==> config.mk <==
export PLATFORM = sky130hd
export DESIGN_NAME = four_level_page_table_walker
export DESIGN_NICKNAME = d
export VERILOG_FILES = /design/src/hw/rtl/fltw_pkg.sv /design/src/hw/rtl/fltw_step.sv /design/src/hw/rtl/fltw_outbuf.sv /design/src/hw/rtl/four_level_page_table_walker.sv
export SDC_FILE = /design/constraint.sdc
export NUM_CORES = 1
export LEC_CHECK = 0
export BUFFER_PORTS_ARGS = -buffer_cell sky130_fd_sc_hd__buf_2
export CELL_PAD_IN_SITES_DETAIL_PLACEMENT = 1
export CELL_PAD_IN_SITES_GLOBAL_PLACEMENT = 1
export CORE_MARGIN = 2
export CORE_UTILIZATION = 36
export CTS_CLUSTER_SIZE = 30
export DETAILED_ROUTE_END_ITERATION = 8
export PLACE_DENSITY_LB_ADDON = 0.1
export SLEW_MARGIN = 0
export SYNTH_ARGS = -nofsm -noshare
export SYNTH_HDL_FRONTEND = slang
export SYNTH_SLANG_ARGS = --single-unit
==> constraint.sdc <==
create_clock -name clk -period 10.38 [get_ports clk]
set_input_delay 2.076 -clock clk [delete_from_list [all_inputs] [get_ports clk]]
set_output_delay 2.076 -clock clk [all_outputs]
set_load 0.05 [all_outputs]
==> src/hw/rtl/fltw_pkg.sv <==
// shared types, constants and helpers for the four-level page table walker
// no dependencies; used by every module of the walker

package fltw_pkg;

  // input item modes
  localparam logic MODE_TRANSLATE = 1'b0;
  localparam logic MODE_RESPONSE  = 1'b1;

  // result kinds
  localparam logic KIND_REQUEST = 1'b0;
  localparam logic KIND_DONE    = 1'b1;

  // page size codes
  localparam logic [1:0] PAGE_NONE = 2'd0;
  localparam logic [1:0] PAGE_4K   = 2'd1;
  localparam logic [1:0] PAGE_2M   = 2'd2;
  localparam logic [1:0] PAGE_1G   = 2'd3;

  // walk levels
  localparam logic [1:0] LEVEL_PML4 = 2'd0;
  localparam logic [1:0] LEVEL_PDPT = 2'd1;
  localparam logic [1:0] LEVEL_PD   = 2'd2;
  localparam logic [1:0] LEVEL_PT   = 2'd3;

  // entry bits
  localparam int PRESENT_BIT   = 0;
  localparam int PAGE_SIZE_BIT = 7;

  // fallback direct-map base
  localparam logic [63:0] FIXED_DMAP = 64'hFFFF_873B_0000_0000;

  // configuration register indexes (selected by paddr[3])
  localparam logic REG_ROOT_VIRTUAL  = 1'b0;
  localparam logic REG_ROOT_PHYSICAL = 1'b1;

  typedef enum logic [2:0] {
    STATUS_OK          = 3'd0,
    STATUS_NOT_PRESENT = 3'd1,
    STATUS_READ_ERROR  = 3'd2,
    STATUS_NO_ROOT     = 3'd3,
    STATUS_UNEXPECTED  = 3'd4
  } status_t;

  typedef struct packed {
    logic        busy;
    logic [1:0]  level;
    logic [47:0] saved_address;
  } walk_state_t;

  typedef struct packed {
    logic        kind;
    logic [63:0] read_address;
    logic [51:0] physical_address;
    logic [1:0]  page_size_code;
    status_t     status;
  } result_t;

  // nine-bit table index of a virtual address at a given level
  function automatic logic [8:0] table_index(input logic [47:0] va, input logic [1:0] level);
    logic [8:0] idx;
    case (level)
      LEVEL_PML4: idx = va[47:39];
      LEVEL_PDPT: idx = va[38:30];
      LEVEL_PD:   idx = va[29:21];
      LEVEL_PT:   idx = va[20:12];
      default:    idx = va[47:39];
    endcase
    return idx;
  endfunction

endpackage

==> src/hw/rtl/fltw_step.sv <==
// combinational walk step: one input item against the current walk state
// depends on fltw_pkg

module fltw_step (
  input  logic                 mode,
  input  logic [47:0]          virtual_address,
  input  logic [63:0]          read_data,
  input  logic                 read_ok,
  input  fltw_pkg::walk_state_t cur,
  input  logic [63:0]          root_virtual,
  input  logic [63:0]          root_physical,
  input  logic [63:0]          dmap_value,
  output fltw_pkg::walk_state_t nxt,
  output fltw_pkg::result_t    res,
  output logic [63:0]          dmap_derived
);

  logic [64:0] root_diff;
  logic        dmap_usable;
  logic [63:0] root_addr;
  logic [1:0]  next_level;
  logic [63:0] next_addr;
  logic        no_root;

  // direct-map base from the two root registers, else the fixed base
  assign root_diff    = {1'b0, root_virtual} - {1'b0, root_physical};
  assign dmap_usable  = !root_diff[64] && (root_physical[63:40] == 24'd0)
                        && (root_diff[63:48] != 16'd0);
  assign dmap_derived = dmap_usable ? root_diff[63:0] : fltw_pkg::FIXED_DMAP;

  // first entry address comes from the new virtual address
  assign root_addr = root_virtual
                     + {52'd0, fltw_pkg::table_index(virtual_address,
                                                     fltw_pkg::LEVEL_PML4), 3'b000};

  // next entry address: masked table base and index never overlap, so one add
  assign next_level = cur.level + 2'd1;
  assign next_addr  = dmap_value
                      + {12'd0, read_data[51:12],
                         fltw_pkg::table_index(cur.saved_address, next_level), 3'b000};

  assign no_root = (root_virtual == 64'd0) || (root_physical == 64'd0);

  always_comb begin
    nxt                  = cur;
    res.kind             = fltw_pkg::KIND_DONE;
    res.read_address     = 64'd0;
    res.physical_address = 52'd0;
    res.page_size_code   = fltw_pkg::PAGE_NONE;
    res.status           = fltw_pkg::STATUS_OK;

    if (mode == fltw_pkg::MODE_TRANSLATE) begin
      // start of a walk, dropping any walk in progress
      nxt.level = fltw_pkg::LEVEL_PML4;
      if (no_root) begin
        nxt.busy   = 1'b0;
        res.status = fltw_pkg::STATUS_NO_ROOT;
      end else begin
        nxt.busy          = 1'b1;
        nxt.saved_address = virtual_address;
        if (root_addr == 64'd0) begin
          nxt.busy   = 1'b0;
          res.status = fltw_pkg::STATUS_READ_ERROR;
        end else begin
          res.kind         = fltw_pkg::KIND_REQUEST;
          res.read_address = root_addr;
        end
      end
    end else if (!cur.busy) begin
      // response with no walk in progress
      res.status = fltw_pkg::STATUS_UNEXPECTED;
    end else if (!read_ok) begin
      nxt.busy   = 1'b0;
      res.status = fltw_pkg::STATUS_READ_ERROR;
    end else if (!read_data[fltw_pkg::PRESENT_BIT]) begin
      nxt.busy   = 1'b0;
      res.status = fltw_pkg::STATUS_NOT_PRESENT;
    end else if (cur.level == fltw_pkg::LEVEL_PDPT && read_data[fltw_pkg::PAGE_SIZE_BIT]) begin
      // 1G page
      nxt.busy             = 1'b0;
      res.physical_address = {read_data[51:30], cur.saved_address[29:0]};
      res.page_size_code   = fltw_pkg::PAGE_1G;
    end else if (cur.level == fltw_pkg::LEVEL_PD && read_data[fltw_pkg::PAGE_SIZE_BIT]) begin
      // 2M page
      nxt.busy             = 1'b0;
      res.physical_address = {read_data[51:21], cur.saved_address[20:0]};
      res.page_size_code   = fltw_pkg::PAGE_2M;
    end else if (cur.level == fltw_pkg::LEVEL_PT) begin
      // 4K page
      nxt.busy             = 1'b0;
      res.physical_address = {read_data[51:12], cur.saved_address[11:0]};
      res.page_size_code   = fltw_pkg::PAGE_4K;
    end else begin
      // descend one level
      nxt.level = next_level;
      if (next_addr == 64'd0) begin
        nxt.busy   = 1'b0;
        res.status = fltw_pkg::STATUS_READ_ERROR;
      end else begin
        res.kind         = fltw_pkg::KIND_REQUEST;
        res.read_address = next_addr;
      end
    end
  end

endmodule

==> src/hw/rtl/fltw_outbuf.sv <==
// output register with one skid entry for walker results
// depends on fltw_pkg

module fltw_outbuf (
  input  logic              clk,
  input  logic              rst,
  input  logic              push,
  input  fltw_pkg::result_t push_data,
  output logic              full,
  output logic              out_valid,
  input  logic              out_stall,
  output fltw_pkg::result_t out_data
);

  logic              skid_valid;
  fltw_pkg::result_t skid_data;
  logic              take;

  assign take = out_valid && !out_stall;
  assign full = skid_valid;

  // control: output slot and skid slot occupancy
  always_ff @(posedge clk) begin
    if (rst) begin
      out_valid  <= 1'b0;
      skid_valid <= 1'b0;
    end else if (skid_valid) begin
      if (take) begin
        skid_valid <= 1'b0;
      end
    end else if (push) begin
      if (out_valid && !take) begin
        skid_valid <= 1'b1;
      end else begin
        out_valid <= 1'b1;
      end
    end else if (take) begin
      out_valid <= 1'b0;
    end
  end

  // payload moves
  always_ff @(posedge clk) begin
    if (skid_valid) begin
      if (take) begin
        out_data <= skid_data;
      end
    end else if (push) begin
      if (out_valid && !take) begin
        skid_data <= push_data;
      end else begin
        out_data <= push_data;
      end
    end
  end

endmodule

==> src/hw/rtl/four_level_page_table_walker.sv <==
// Four-level page table walker. Each input item is either a translate request
// or a memory read response; each gives exactly one result, either the next
// entry address to read or the end of the walk with a status. An item's result
// is registered in the output register or, if stalled, its skid entry, so one
// item per cycle is sustained while out_stall is low; in_stall rises only when
// the output register and its skid entry both hold results not yet transferred.
// The direct-map base is captured from the root registers on the first walk after
// reset with both roots set and kept until reset. Registers lie at byte 0 (root
// virtual) and byte 8 (root physical); write them only while no walk is open.
//
// top level: depends on fltw_pkg, fltw_step and fltw_outbuf

module four_level_page_table_walker (
  input  logic        clk,
  input  logic        rst,
  // input channel
  input  logic        in_valid,
  output logic        in_stall,
  input  logic        mode,
  input  logic [47:0] virtual_address,
  input  logic [63:0] read_data,
  input  logic        read_ok,
  // output channel
  output logic        out_valid,
  input  logic        out_stall,
  output logic        kind,
  output logic [63:0] read_address,
  output logic [51:0] physical_address,
  output logic [1:0]  page_size_code,
  output logic [2:0]  status,
  // configuration port
  input  logic        psel,
  input  logic        penable,
  input  logic        pwrite,
  input  logic [3:0]  paddr,
  input  logic [63:0] pwdata,
  output logic [63:0] prdata,
  output logic        pready
);

  logic [63:0]           root_virtual;
  logic [63:0]           root_physical;
  logic                  dmap_known;
  logic [63:0]           dmap_value;
  fltw_pkg::walk_state_t walk;
  fltw_pkg::walk_state_t walk_next;
  fltw_pkg::result_t     step_res;
  fltw_pkg::result_t     out_res;
  logic [63:0]           dmap_derived;
  logic                  accept;
  logic                  cfg_write;
  logic                  buf_full;

  assign pready    = 1'b1;
  assign cfg_write = psel && penable && pwrite && pready;
  assign in_stall  = buf_full;
  assign accept    = in_valid && !in_stall;

  // configuration registers
  always_ff @(posedge clk) begin
    if (rst) begin
      root_virtual  <= 64'd0;
      root_physical <= 64'd0;
    end else if (cfg_write) begin
      if (paddr[3] == fltw_pkg::REG_ROOT_VIRTUAL) begin
        root_virtual <= pwdata;
      end else begin
        root_physical <= pwdata;
      end
    end
  end

  // register read back
  assign prdata = (paddr[3] == fltw_pkg::REG_ROOT_VIRTUAL) ? root_virtual : root_physical;

  fltw_step u_step (
    .mode            (mode),
    .virtual_address (virtual_address),
    .read_data       (read_data),
    .read_ok         (read_ok),
    .cur             (walk),
    .root_virtual    (root_virtual),
    .root_physical   (root_physical),
    .dmap_value      (dmap_value),
    .nxt             (walk_next),
    .res             (step_res),
    .dmap_derived    (dmap_derived)
  );

  // walk state
  always_ff @(posedge clk) begin
    if (rst) begin
      walk <= '0;
    end else if (accept) begin
      walk <= walk_next;
    end
  end

  // direct-map base, captured once on the first walk that has both roots
  always_ff @(posedge clk) begin
    if (rst) begin
      dmap_known <= 1'b0;
    end else if (accept && mode == fltw_pkg::MODE_TRANSLATE && !dmap_known
                 && root_virtual != 64'd0 && root_physical != 64'd0) begin
      dmap_known <= 1'b1;
    end
  end

  always_ff @(posedge clk) begin
    if (accept && mode == fltw_pkg::MODE_TRANSLATE && !dmap_known) begin
      dmap_value <= dmap_derived;
    end
  end

  fltw_outbuf u_outbuf (
    .clk       (clk),
    .rst       (rst),
    .push      (accept),
    .push_data (step_res),
    .full      (buf_full),
    .out_valid (out_valid),
    .out_stall (out_stall),
    .out_data  (out_res)
  );

  // result fields
  assign kind             = out_res.kind;
  assign read_address     = out_res.read_address;
  assign physical_address = out_res.physical_address;
  assign page_size_code   = out_res.page_size_code;
  assign status           = out_res.status;

endmodule
==> metrics <==
row cnt=approximately 110; Die Footprint=87600 um^2; share of post-route cells with drive strength above 1=0.168; post-CTS sizing=0; H-Tree Level Count=2; average detailed-routed wire length per instance=approximately 26 um; number of global-route vias before repair=between 20000 and 30000; Hold Buf Count CTS=0; capture point of the worst reg-to-reg path=u_outbuf.out_data[1]; type of the worst setup path=in2reg; worst hold endpoint=walk[11]; initial antenna violation count=3; total length of routed met2 wires=between 50 and 60 mm; met3 wire length=between 5 and 6 mm; first-iteration detailed-routing DRC count=between 1500 and 2000; most common library cell in the layout ignoring fill and taps=sky130_fd_sc_hd__nand2_1; critical path endpoint category=register; hold path cells=2; most frequent cells in the layout=sky130_fd_sc_hd__nand2_1 (663), sky130_fd_sc_hd__a21oi_1 (371), sky130_fd_sc_hd__buf_2 (350); clock tree from TritonCTS=done; total routed wire length on the met1 layer=around 61 mm; Leakage=roughly 14 nW; Detail Placement HPWL=101 mm; average instance area after synthesis=roughly 9 um^2; final hold viol count=0; Worst Path Arrival=7.02 ns; clock tree root driver cell=sky130_fd_sc_hd__clkbuf_16; largest cells by area after synthesis=sky130_fd_sc_hd__edfxtp_1 (30%), sky130_fd_sc_hd__dfxtp_1 (12%), sky130_fd_sc_hd__nand2_1 (8.1%), sky130_fd_sc_hd__a21oi_1 (6.1%), sky130_fd_sc_hd__ha_1 (5.2%); proportion of synthesized chip area in sequential cells=0.420; Warnings, synthesis=0; total iterations of the first detailed-routing run=6; top_reg_cell synth=sky130_fd_sc_hd__edfxtp_1; Worst IR Drop VDD=between 0.1 and 0.15 mV; number of port buffers=between 300 and 400; # nets final=between 4000 and 5000; clock slew at the register clock pins of the worst setup and hold paths=approximately 0.060 ns; minimum clock period after layout=6.64 ns; total detailed-routing wirelength=about 130 mm; number of setup buffers added after CTS=0; setup clock skew after layout=roughly 0.042 ns; highest net fanout along the worst path=14; R2R Setup Slk=between 3 and 4 ns; detail-routed via count per cell=approximately 5.8; min-delay src=walk[11]; first-pass GRT wire length=around 190 mm; total global routing overflow=0; setup tns final=0 ns; placed cell count=4799; Top Metal Used=met5; MaxCap Viol Count=0; Crit Reg-Reg Startpoint=walk[48]; Syn Inst Count=about 3500; EDFF count, synth=about 310; number of register bits inferred by synthesis=a little under 500; Routed Antenna Nets=0; global-route usage over all layers=0.284; number of ports placed on the die boundary=~380; power per standard cell area=about 160 nW/um^2; effective utilization at floorplan=0.361; result of the run=finished, final reports clean; area grow syn2layout=14.9%; count of placed standard cells in the final layout, fillers left out=slightly below 5000; ys async rst share=0; Fill cells=between 10000 and 15000; later-pin clock latency in the skew report=0.64 ns; reg2reg path depth=17; type of element launching the critical path=input pin; Yosys top cell by area=sky130_fd_sc_hd__edfxtp_1; distinct cell type count after synthesis=91; TritonCTS sink count=between 400 and 500; area share of the largest cell type after synthesis=0.301; y dimension of the die=around 300 um; post-synthesis instance area=roughly 31000 um^2; number of buffers created by CTS=between 50 and 60; RSZ-0062 raised after global routing=false; Final Power=5.72 mW; placer congestion estimate=0.937; DRC Markers=0; critical path required time=between 10 and 15 ns; share of the clock period used by the worst path=0.639; final-report max-slew violation count=0; Max clock buf depth=3; net count after synthesis=3804; area of the placeable core=between 80000 and 90000 um^2; horizontal extent of the die=296 um; Relative slew margins=0.180; Max Freq=around 150 MHz; maximum number of pins on one net before global-route repair=96; count of final setup violators=0; HP Class=reg2reg; Least-Margin Pin Slew=1.23 ns; vias=~28000
-- through the flow --
step | hold WS [ns] | cell area [um^2] | setup slack, ns | util
floorplan | 0.432 | 30700 | 1.45 | -
global placement | 0.438 | 33400 | 3.27 | 0.393
detailed placement | 0.445 | 33400 | 3.20 | 0.393
CTS | 0.454 | 35200 | 3.88 | 0.415
global route | 0.485 | 35200 | 3.68 | 0.415
finish | 0.452 | 35300 | 3.74 | 0.415
-- worst max path at each step --
| stage | startpoint | endpoint | slack, ns | cells past startpoint |
|---|---|---|---|---|
| CTS | virtual_address[45] | u_outbuf.out_data[104] | 3.88 | 13 |
| finish | virtual_address[45] | u_outbuf.out_data[104] | 3.74 | 14 |
| detailed placement | virtual_address[45] | u_outbuf.out_data[104] | 3.20 | 13 |
| global route | walk[48] | u_outbuf.out_data[1] | 3.68 | 17 |
| global placement | virtual_address[45] | u_outbuf.out_data[104] | 3.27 | 14 |
| floorplan | in_valid | u_outbuf.out_data[0] | 1.45 | 3 |
-- sequential cells by signal (all words and copies together), names as in the netlist --
register / count
u_outbuf.out_data: 122
u_outbuf.skid_data: 122
dmap_value: 64
root_physical: 64
root_virtual: 64
walk: 51
dmap_known: 1
u_outbuf.full: 1
u_outbuf.out_valid: 1
-- cell usage after synthesis (10+ instances only) --
library cell               number
sky130_fd_sc_hd__a21oi_1      372
sky130_fd_sc_hd__a21o_1        41
sky130_fd_sc_hd__mux2i_1       32
sky130_fd_sc_hd__o221ai_1      54
sky130_fd_sc_hd__and3_1        58
sky130_fd_sc_hd__o211ai_1      33
sky130_fd_sc_hd__nor2_1       165
sky130_fd_sc_hd__nand2_1      663
sky130_fd_sc_hd__mux2_2       110
sky130_fd_sc_hd__nor4_1        62
sky130_fd_sc_hd__ha_1         127
sky130_fd_sc_hd__o31ai_1       29
sky130_fd_sc_hd__xnor2_1       96
sky130_fd_sc_hd__or4_1         19
sky130_fd_sc_hd__edfxtp_1     308
sky130_fd_sc_hd__xor2_1        65
sky130_fd_sc_hd__nor3_1        47
sky130_fd_sc_hd__nand2b_1      25
sky130_fd_sc_hd__nand3_1       73
sky130_fd_sc_hd__buf_2         14
sky130_fd_sc_hd__inv_1        109
sky130_fd_sc_hd__a211oi_1      16
sky130_fd_sc_hd__clkbuf_1     185
sky130_fd_sc_hd__a21boi_0      19
sky130_fd_sc_hd__nand4_1       79
sky130_fd_sc_hd__or3_1         21
sky130_fd_sc_hd__o21a_1        22
sky130_fd_sc_hd__and2_1        48
sky130_fd_sc_hd__a31oi_1       21
sky130_fd_sc_hd__dfxtp_1      182
sky130_fd_sc_hd__buf_1         10
sky130_fd_sc_hd__o21ai_0      180
sky130_fd_sc_hd__or2_2         15
sky130_fd_sc_hd__o21bai_1      20
sky130_fd_sc_hd__and4_1        16
-- routing by layer --
layer,vias up,track usage
li1,13197,-
met5,-,0
met2,767,0.451
met3,142,0.0243
met4,2,0.0748
met1,14243,0.413
-- final cells by class --
type	count	area, um^2	share of cell area
repair buffers	385	2020	0.0572
inverters	109	409	0.0116
diodes	2	5.00	0.000142
clock buffers	77	1550	0.0440
flip-flops and latches	490	12900	0.366
multi-input cells	2671	16600	0.471
clock inverters	29	330	0.00937
well taps	1144	1430	0.0406
-- power breakdown --
group,switching (mW),internal (mW),leakage [nW]
registers,0.0730,2.19,4.45
clock network,0.856,1.18,0.918
logic,1.00,0.423,8.35
total,1.93,3.79,13.7
-- kinds of logic (layout without fill, tap and decap cells) --
| family | count (synthesis) | in the layout | synth area share |
|---|---|---|---|
| simple gates | 1331 | 1331 | 0.204 |
| mux | 142 | 142 | 0.0508 |
| xor+xnor | 161 | 161 | 0.0460 |
| fa+ha+maj | 130 | 130 | 0.0537 |
| buf+inv | 324 | 600 | 0.0411 |
| flops | 490 | 490 | 0.420 |
| compound gates | 906 | 906 | 0.185 |
| other cells | 1 | 3 | 0.000122 |
-- worst max-delay path, stage by stage --
cell	delay [ns]
sky130_fd_sc_hd__buf_2	0.13
sky130_fd_sc_hd__ha_1	0.40
sky130_fd_sc_hd__and3_1	0.28
sky130_fd_sc_hd__a221o_1	0.51
sky130_fd_sc_hd__a31oi_1	0.08
sky130_fd_sc_hd__buf_4	0.23
sky130_fd_sc_hd__or4_1	0.54
sky130_fd_sc_hd__xnor2_1	0.18
sky130_fd_sc_hd__nor4_1	0.48
sky130_fd_sc_hd__nand4_1	0.16
sky130_fd_sc_hd__or4_4	0.61
sky130_fd_sc_hd__o311ai_1	0.73
sky130_fd_sc_hd__o21ai_1	0.26
sky130_fd_sc_hd__mux2_2	0.32
Note: power is estimated with default switching activity, not from simulation.
